### config.mk
export PLATFORM = sky130hd
export DESIGN_NAME = ct3_queue
export DESIGN_NICKNAME = d
export VERILOG_FILES = /design/src/sv/ct3_pkg.sv /design/src/sv/ct3_queue.sv
export SDC_FILE = /design/constraint.sdc
export NUM_CORES = 1
export LEC_CHECK = 0
export ABC_AREA = 0
export BUFFER_PORTS_ARGS = -buffer_cell sky130_fd_sc_hd__buf_2
export CORE_ASPECT_RATIO = 1.4
export CORE_MARGIN = 3
export CORE_UTILIZATION = 60
export DETAILED_ROUTE_END_ITERATION = 16
export HOLD_SLACK_MARGIN = 0.15
export PLACE_DENSITY = 0.93
export SYNTH_ARGS = -nofsm -noshare
export SYNTH_HDL_FRONTEND = slang
export SYNTH_SLANG_ARGS = --single-unit
### constraint.sdc
create_clock -name aclk -period 2.5 [get_ports aclk]
set_input_delay 0.125 -clock aclk [delete_from_list [all_inputs] [get_ports aclk]]
set_output_delay 0.125 -clock aclk [all_outputs]
set_load 0.01 [all_outputs]
### src/sv/ct3_pkg.sv
// Shared types, constants and the census compare function for the 3x3 census transform.
package ct3_pkg;

    localparam int PIX_W       = 8;
    localparam int CODE_W      = 8;
    localparam int ROWS_W      = 11;
    localparam int COLS_W      = 16;
    localparam int CFG_DATA_W  = 16;
    localparam int QUEUE_DEPTH = 4;
    localparam int QPTR_W      = $clog2(QUEUE_DEPTH);
    localparam int QCNT_W      = $clog2(QUEUE_DEPTH + 1);
    localparam int MIN_DIM     = 3;

    localparam logic [ROWS_W-1:0] ROWS_RESET = 11'd480;
    localparam logic [COLS_W-1:0] COLS_RESET = 16'd640;

    typedef logic [0:0] cfg_index_t;
    localparam cfg_index_t REG_IMAGE_ROWS = 1'b0;
    localparam cfg_index_t REG_IMAGE_COLS = 1'b1;

    typedef logic [PIX_W-1:0] pixel_t;

    // Window rows run top to bottom, and within a row the oldest column comes first.
    typedef logic [8:0][PIX_W-1:0] window_t;

    // One pixel word with the two stored pixels of its row and its position flags.
    typedef struct packed {
        pixel_t col_a;
        pixel_t col_b;
        pixel_t px;
        logic   emit;
        logic   last;
    } pix_rec_t;

    typedef struct packed {
        logic [QCNT_W-1:0] count;
        logic              empty;
        logic              full;
    } queue_status_t;

    // Bit i is set when the centre is at least neighbor i.
    function automatic logic [CODE_W-1:0] census_code(input window_t w);
        logic [CODE_W-1:0] code;
        code[0] = (w[4] >= w[0]);
        code[1] = (w[4] >= w[1]);
        code[2] = (w[4] >= w[2]);
        code[3] = (w[4] >= w[3]);
        code[4] = (w[4] >= w[5]);
        code[5] = (w[4] >= w[6]);
        code[6] = (w[4] >= w[7]);
        code[7] = (w[4] >= w[8]);
        return code;
    endfunction

endpackage

### src/sv/ct3_queue.sv
// Short queue of classified pixel words between the front and back ends.
module ct3_queue
    import ct3_pkg::*;
(
    input  logic          aclk,
    input  logic          aresetn,
    input  logic          push,
    input  pix_rec_t      push_rec,
    input  logic          pop,
    output pix_rec_t      pop_rec,
    output queue_status_t status
);

    pix_rec_t          q_reg [QUEUE_DEPTH];
    logic [QPTR_W-1:0] wr_ptr_reg, wr_ptr_next;
    logic [QPTR_W-1:0] rd_ptr_reg, rd_ptr_next;
    logic [QCNT_W-1:0] count_reg, count_next;

    always_comb begin
        wr_ptr_next = push ? wr_ptr_reg + QPTR_W'(1) : wr_ptr_reg;
        rd_ptr_next = pop ? rd_ptr_reg + QPTR_W'(1) : rd_ptr_reg;
        count_next  = count_reg + QCNT_W'(push) - QCNT_W'(pop);
    end

    always_ff @(posedge aclk) begin
        if (!aresetn) begin
            wr_ptr_reg <= '0;
            rd_ptr_reg <= '0;
            count_reg  <= '0;
        end else begin
            wr_ptr_reg <= wr_ptr_next;
            rd_ptr_reg <= rd_ptr_next;
            count_reg  <= count_next;
        end
    end

    always_ff @(posedge aclk) begin
        if (push) begin
            q_reg[wr_ptr_reg] <= push_rec;
        end
    end

    assign pop_rec      = q_reg[rd_ptr_reg];
    assign status.count = count_reg;
    assign status.empty = (count_reg == '0);
    assign status.full  = (count_reg == QCNT_W'(QUEUE_DEPTH));

    a_no_overflow : assert property (@(posedge aclk) disable iff (!aresetn)
        push |-> (!status.full || pop))
        else $error("push into a full queue");

    a_no_underflow : assert property (@(posedge aclk) disable iff (!aresetn)
        pop |-> !status.empty)
        else $error("pop from an empty queue");

endmodule

==> reports/qor.csv <==
stage;metric;value;unit
synthesis;sequential area share after synthesis;0.779;
clock_network;htree depth;4;
finish;layout cells sized above 1;0.398;
clock_network;Sink Count;113;
sta;final setup TNS;0;ps
die;Die ar.;8130;um^2
synthesis;top cells by area, synth;edfxtp_1 74%, mux4_2 11%, dfxtp_1 4.2%, mux4_1 3.7%, ha_1 1.8%;
routing;iteration-0 DRC count of the detailed router;118;
synthesis;top cell type's share of synthesized area;0.737;
routing;DRC viols;0;
routing;antenna viol nets, final;0;
setup_path;Crit Path Class;flop to output pin;
synthesis;Post-Syn Area;4240;um^2
sta;setup violators final;0;
global_routing;global-route wire length before repair;13800;um
placement;hpwl dp;4500;um
die;Starting Density;0.633;
pwr;PD cells;938;nW/um^2
global_routing;initial antenna violation count;1;
min_path;Hold Path End;q_reg[1][25];
setup_path;Worst Setup End Kind;output pin;
global_routing;vias in the first global route;2456;
setup_path;data required time of the worst path;2380;ps
placement;GPL Wtd Cong;0.675;
synthesis;syn_nets;216;
setup_path;reg2reg start;count_reg[0];
setup_path;Startpoint Class;flop;
sta;Final min period;2020;ps
synthesis;Cell variety after synth;21;
die;Die Span Y;105;um
placement;pre-CTS setup slack;697;ps
sta;Final Cycle Share;0.808;
finish;commonest cells after routing, fill and taps aside;104 x edfxtp_1, 60 x buf_2, 30 x dlygate4sd3_1, 20 x mux4_2, 16 x clkbuf_16;
die;io pins;61;
die;Die X;77.1;um
sta;worst-margin pin slew;398;ps
global_routing;largest net degree at the start of global routing;27;
routing;Vias/cell;5.58;
sta;Setup WS post-layout;481;ps
min_path;Hold Path Class;input port to flop;
routing;wire per inst;21.1;um
setup_path;CP Max Fanout;15;
clock_network;Num CTS Buffers;17;
sta;Final Hold Vio Count;0;
finish;most common cell after layout, fill and taps aside;edfxtp_1;
setup_path;FF-to-FF End;count_reg[2];
finish;synthesis-to-finish area growth;31.9;%
finish;max FFs per register;104;
flow_run;Max Cap Viol;0;
routing;Routed WL;8380;um
finish;Nets;328;
min_path;Hold Startpoint;push_rec[25];
clock_network;clock-pin slew on the worst setup and hold paths;60;ps
routing;DRT Pass-1 Iters;4;
synthesis;Yosys reg bits;113;
synthesis;Yosys top cell by area;edfxtp_1;
die;CORE AREA;6700;um^2
setup_path;worst path arrival time;1890;ps
global_routing;total global routing overflow;0;
sta;achievable frequency;495;MHz
setup_path;flop2flop setup slack;570;ps
placement;Port Buffers;60;
run_status;status;complete, no violations;
synthesis;syn avg cell area;23.7;um^2
global_routing;GRT Total Usage;0.233;
clock_network;CTS resizes;0;
clock_network;Root Driver;clkbuf_8;
sta;max-slew violations;0;
pwr;Static Leak;0.00204;uW
min_path;WHS Path Cells;2;
clock_network;CTS tree;built;
pwr;worst vdd ir;0.935;mV
sta;Slew HR;0.735;
synthesis;yosys warns;0;
die;floorplan row count;35;
synthesis;post-synthesis cell count;179;
clock_network;worst skew pair latency;500;ps
sta;RSZ-0062 raised after global routing;false;
sta;Final Skew;5.43;ps
routing;Via Count;2216;
clock_network;Setup Buffers After CTS;0;
clock_network;clock tree buffer depth;2;
setup_path;r2r worst-path depth;7;
==> per-layer routing <==
layer | global-route usage | vias to the layer above | wire length, um
li1 | - | 966 | -
met1 | 0.275 | 1135 | 3160
met2 | 0.398 | 95 | 4580
met3 | 0.0718 | 20 | 446
met4 | 0.0980 | 0 | 205
met5 | 0 | - | 0
==> per-stage QoR <==
stage	utilization	hold WS, ps	area [um^2]	total power [uW]	std cells
3_3_place_gp	0.695	335	4660	2690	334
6_report	0.835	379	5590	5250	397
4_1_cts	0.834	351	5590	5270	396
5_1_grt	0.835	389	5590	5420	397
3_5_place_dp	0.695	341	4660	2720	334
2_1_floorplan	-	224	4240	2540	179
==> report_power, final <==
part | total [uW] | internal [uW] | switching, uW
Combinational | 516 | 261 | 255
Sequential | 2220 | 2180 | 45.6
Clock | 2510 | 1710 | 800
Total | 5250 | 4140 | 1100
==> what timing repair did <==
| item | CTS | global route |
|---|---|---|
| setup endpoints to repair | 0 | 0 |
| endpoints found under the hold margin | 113 | 0 |
| hold buffers | 30 | 0 |
==> critical path, stage by stage, from the launching register on <==
cell	delay, ps
dfxtp_2	330
buf_4	280
mux4_1	610
buf_2	170
==> cell type report <==
type | count | area [um^2]
fill | 302 | 1110
multi-input combinational | 53 | 845
sequential | 113 | 3300
timing repair buffer | 99 | 668
antenna | 1 | 2.50
inverter | 7 | 26.3
clock inverter | 15 | 216
tap | 92 | 115
clock buffer | 17 | 414
==> cells in the mapped netlist (all sizes together) <==
cell type / number
edfxtp: 104
mux4: 26
dfxtp: 9
inv: 7
and2: 6
ha: 6
buf: 5
nor2: 5
xnor2: 2
a21bo: 1
a21oi: 1
and3: 1
clkbuf: 1
fa: 1
mux2i: 1
nand3b: 1
nor3: 1
xor3: 1
==> worst max-delay path by stage <==
stage                  from            to  slack (ps)  cells after the start
2_1_floorplan  count_reg[0]  count_reg[2]         740                      7
3_3_place_gp   count_reg[0]  count_reg[2]         780                      7
3_5_place_dp   count_reg[0]  count_reg[2]         700                      7
4_1_cts                flop    pop_rec[4]         460                      3
5_1_grt                flop    pop_rec[2]         400                      3
6_report               flop    pop_rec[2]         480                      3
==> cells by family after synthesis <==
logic type	Yosys count	share of synthesized area
DFF	113	0.779
xor gates and xnor gates	3	0.00974
adders and majority gates	7	0.0224
and+or+nand+nor	14	0.0177
muxes	27	0.146
AOI/OAI and AO/OA	2	0.00354
buffers and inverters	13	0.0218
Note: power is estimated with default switching activity, not from simulation.
