--- config.mk ---
export PLATFORM = sky130hd
export DESIGN_NAME = ct3_back
export DESIGN_NICKNAME = d
export VERILOG_FILES = /design/src/sv/ct3_pkg.sv /design/src/sv/ct3_back.sv
export SDC_FILE = /design/constraint.sdc
export NUM_CORES = 1
export LEC_CHECK = 0
export BUFFER_PORTS_ARGS = -buffer_cell sky130_fd_sc_hd__buf_4
export CAP_MARGIN = 20
export CORE_UTILIZATION = 29
export DETAILED_ROUTE_END_ITERATION = 8
export SYNTH_ARGS = -nofsm -noshare
export SYNTH_HDL_FRONTEND = slang
export SYNTH_SLANG_ARGS = --single-unit
export TNS_END_PERCENT = 1
--- constraint.sdc ---
create_clock -name aclk -period 2.95 [get_ports aclk]
set_input_delay 0.1475 -clock aclk [delete_from_list [all_inputs] [get_ports aclk]]
set_output_delay 0.1475 -clock aclk [all_outputs]
set_load 0.05 [all_outputs]
--- src/sv/ct3_pkg.sv ---
// Shared types, constants and the census compare function for the 3x3 census transform.
package ct3_pkg;

    localparam int PIX_W       = 8;
    localparam int CODE_W      = 8;
    localparam int ROWS_W      = 11;
    localparam int COLS_W      = 16;
    localparam int CFG_DATA_W  = 16;
    localparam int QUEUE_DEPTH = 4;
    localparam int QPTR_W      = $clog2(QUEUE_DEPTH);
    localparam int QCNT_W      = $clog2(QUEUE_DEPTH + 1);
    localparam int MIN_DIM     = 3;

    localparam logic [ROWS_W-1:0] ROWS_RESET = 11'd480;
    localparam logic [COLS_W-1:0] COLS_RESET = 16'd640;

    typedef logic [0:0] cfg_index_t;
    localparam cfg_index_t REG_IMAGE_ROWS = 1'b0;
    localparam cfg_index_t REG_IMAGE_COLS = 1'b1;

    typedef logic [PIX_W-1:0] pixel_t;

    // Window rows run top to bottom, and within a row the oldest column comes first.
    typedef logic [8:0][PIX_W-1:0] window_t;

    // One pixel word with the two stored pixels of its row and its position flags.
    typedef struct packed {
        pixel_t col_a;
        pixel_t col_b;
        pixel_t px;
        logic   emit;
        logic   last;
    } pix_rec_t;

    typedef struct packed {
        logic [QCNT_W-1:0] count;
        logic              empty;
        logic              full;
    } queue_status_t;

    // Bit i is set when the centre is at least neighbor i.
    function automatic logic [CODE_W-1:0] census_code(input window_t w);
        logic [CODE_W-1:0] code;
        code[0] = (w[4] >= w[0]);
        code[1] = (w[4] >= w[1]);
        code[2] = (w[4] >= w[2]);
        code[3] = (w[4] >= w[3]);
        code[4] = (w[4] >= w[5]);
        code[5] = (w[4] >= w[6]);
        code[6] = (w[4] >= w[7]);
        code[7] = (w[4] >= w[8]);
        return code;
    endfunction

endpackage

--- src/sv/ct3_back.sv ---
// Back end: 3x3 window, census compare and the output register.
module ct3_back
    import ct3_pkg::*;
(
    input  logic              aclk,
    input  logic              aresetn,
    input  queue_status_t     q_status,
    input  pix_rec_t          q_rec,
    output logic              q_pop,
    output logic              m_valid,
    input  logic              m_ready,
    output logic [CODE_W-1:0] m_census,
    output logic              m_frame_last
);

    window_t           win_reg, win_next;
    logic              m_valid_reg, m_valid_next;
    logic [CODE_W-1:0] census_reg;
    logic              last_reg;

    // Words that give no code never wait on the output side.
    assign q_pop = !q_status.empty && (!q_rec.emit || !m_valid_reg || m_ready);

    always_comb begin
        win_next = win_reg;
        if (q_pop) begin
            for (int k = 0; k < 6; k++) begin
                win_next[k] = win_reg[k + 3];
            end
            win_next[6] = q_rec.col_a;
            win_next[7] = q_rec.col_b;
            win_next[8] = q_rec.px;
        end
        if (q_pop && q_rec.emit) begin
            m_valid_next = 1'b1;
        end else if (m_ready) begin
            m_valid_next = 1'b0;
        end else begin
            m_valid_next = m_valid_reg;
        end
    end

    always_ff @(posedge aclk) begin
        if (!aresetn) begin
            win_reg     <= '0;
            m_valid_reg <= 1'b0;
        end else begin
            win_reg     <= win_next;
            m_valid_reg <= m_valid_next;
        end
    end

    always_ff @(posedge aclk) begin
        if (q_pop && q_rec.emit) begin
            census_reg <= census_code(win_next);
            last_reg   <= q_rec.last;
        end
    end

    assign m_valid      = m_valid_reg;
    assign m_census     = census_reg;
    assign m_frame_last = last_reg;

    a_no_overwrite : assert property (@(posedge aclk) disable iff (!aresetn)
        (q_pop && q_rec.emit) |-> (!m_valid_reg || m_ready))
        else $error("code overwritten before it was taken");

endmodule

==> impl_metrics.ini <==
[clocking]
cts_resized = 0
path_clk_slew_ps = 60
numCtsBuffers = 9
cts.sinks = 82
ctsLongestPathBuffers = 2
cts_tree = built
cts_htree_levels = 3
cts_root_buf = clkbuf_16
clock_latency_ps = 330

[layout]
fin_util_pct = 35.7
drive_gt1_share_pct = 17.4
layout_commonest_cell = dfxtp_1
final_cell_mix = 72 x dfxtp_1, 57 x nor2b_1, 56 x mux2i_1, 56 x ha_1, 47 x buf_4
register_area_sq_mm = 0.00173
area_growth_pct = 18.6
fin_nets = 546
stdcell_count = 645
final_cell_area_sq_mm = 0.00525
antenna_cells = 0
fillers = 1462
multi_input_area_sq_mm = 0.00253
largest_register_ffs = 71

[route]
firstDrtPassIters = 6
routed_wirelength_microns = 9760
post-route-drc-count = 3
drtIter0Drc = 204
drtAntennaViolNets = 0
vias = 3128
avgViaCountPerCell = 4.85
wl_per_cell_microns = 15.1

[synth]
syn_inst = 415
synth-seq-cells = 82
synth.avg_cell_area_sq_um = 10.7
synth_top_area_share_pct = 33.0
netlist_area_sq_mm = 0.00443
synth.area.top_cells = dfxtp_1 33%, ha_1 16%, mux2i_1 13%
synth_warnings = 0
syn_nets = 505
synth_largest_area_cell = dfxtp_1
synth.distinct_cells = 39
seq_area_frac_synth_pct = 39.1

[power_and_ir_drop]
ir_drop_mv = 0.266
combPwrFrac_pct = 18.0
p_int_w = 0.00219
power.share.sequential_pct = 41.1
p_sw_share_pct = 25.8
power.switching_w = 0.000762
p_leak_nw = 2.36
p_per_area_mw_per_mm2 = 561
clkPwrFrac_pct = 40.8

[timing]
fmax_ghz = 0.370
post-route-period-util_pct = 91.6
setup_viol = 0
worstMarginPinSlew_ps = 591
fin_setup_tns_ps = 0
fin_crit_ps = 2700
fin_skew_ps = 4.08
relSlewSlack_pct = 60.6
hold_viol = 0
drv_slew = 0
rsz0062_at_grt = no

[global_routing]
grt_start_max_net_pins = 74
grt_pass1_vias = 3180
grt-ovfl-total = 0
grt_first_pass_wirelength_microns = 16000
antenna_found_initial = 0
grtUsageTotal_pct = 13.0

[place]
placed_area_sq_mm = 0.00492
placed_cells = 628
gp_congestion = 0.784
io_buffers = 40
dp_hpwl_microns = 7050

[floorplanning]
rows = 44
fp.dieW_microns = 126
start_util_pct = 30.1
die_h_microns = 126
io-pin-count = 45
dieArea_sq_mm = 0.0158
core_region_area_sq_mm = 0.0147

[critical_path]
startpoint_type = flop
arrival_ps = 2780
crit_chain = nand3b_4 -> nand2b_2 -> inv_4 -> mux2_4 -> ha_1 -> a21o_1 -> a211o_1 -> a2111oi_0 -> nor3_1
cpMaxStageDelayCell = a2111oi_0
worst-path-max-fanout = 8
max_stage_delay_ps = 420
crit_required_ps = 3020
end_kind = flop
crit_type = flop to flop

[status]
violations = DRC
status = finished with violations

[min_path]
hp-class = input port to flop

[run]
drv_cap = 0
-- routing by layer --
metal / global-route usage (%) / part of all wire (%)
met1: 17.7 / 50
met2: 20.2 / 44
met3: 2.23 / 3.8
met4: 5.74 / 2.0
met5: 0 / 0
-- cell usage after synthesis (all sizes together) --
| master | instances |
|---|---|
| a2111oi | 3 |
| a211o | 1 |
| a211oi | 4 |
| a21boi | 9 |
| a21o | 14 |
| a21oi | 10 |
| a221oi | 1 |
| a311o | 2 |
| a31o | 2 |
| a31oi | 9 |
| and2 | 8 |
| and3 | 4 |
| and3b | 1 |
| buf | 11 |
| clkbuf | 10 |
| dfxtp | 73 |
| edfxtp | 9 |
| ha | 56 |
| inv | 4 |
| mux2 | 8 |
| mux2i | 56 |
| nand2 | 22 |
| nand2b | 1 |
| nand3 | 12 |
| nand3b | 1 |
| nand4 | 1 |
| nor2 | 3 |
| nor2b | 57 |
| nor3 | 1 |
| nor3b | 2 |
| nor4b | 2 |
| o211ai | 6 |
| o21ai | 9 |
| o22ai | 3 |
-- power by group through the flow --
stage	Clock (W)	Combinational (W)	Sequential, W
6_report	0.00120	0.000532	0.00121
5_1_grt	0.00129	0.000589	0.00122
3_3_place_gp	0	0.000518	0.00124
3_5_place_dp	0	0.000529	0.00124
4_1_cts	0.00123	0.000535	0.00121
2_1_floorplan	0	0.000342	0.00127
-- cells by family after synthesis --
logic type / count (synthesis) / synth area share [%]
mux: 64 / 15.0
simple gates: 115 / 15.1
fa+ha+maj: 56 / 15.8
buf+inv: 25 / 3.76
flops: 82 / 39.1
compound gates: 73 / 11.3
-- metrics by stage --
stage	worst slack (ps)	hold WS (ps)	power, W
2_1_floorplan	156	246	0.00161
3_3_place_gp	283	332	0.00175
3_5_place_dp	203	334	0.00176
4_1_cts	212	67.7	0.00298
5_1_grt	60.6	74.4	0.00309
6_report	247	76.0	0.00295
-- layout make-up --
type | instances | area share, %
clock buffers | 10 | 4.55
clock inverters | 6 | 1.52
inverters | 4 | 0.334
multi-input cells | 308 | 48.2
flip-flops and latches | 82 | 33.0
well taps | 184 | 4.38
repair buffers | 51 | 8.05
-- worst max-delay path, delay by kind of cell, from the launching register on --
| family | cells | cell delay (ps) |
|---|---|---|
| AOI/OAI and AO/OA | 3 | 910 |
| adders and majority gates | 1 | 330 |
| buffers and inverters | 1 | 100 |
| DFF | 1 | 370 |
| muxes | 1 | 380 |
| and+or+nand+nor | 3 | 350 |
-- path summary, 6_finish.rpt --
check              start           to  slack, ps  cells past startpoint
max              m_valid  m_census[1]        250                      9
min            q_rec[18]  win_reg[48]         80                      3
max reg2reg      m_valid  m_census[1]        250                      9
min reg2reg  win_reg[16]  win_reg[16]        460                      2
-- repair_timing --
item,in CTS,in global routing
hold endpoints to repair,1,0
buffers inserted,0,0
hold buffers,1,0
(Power assumes the default switching activity.)
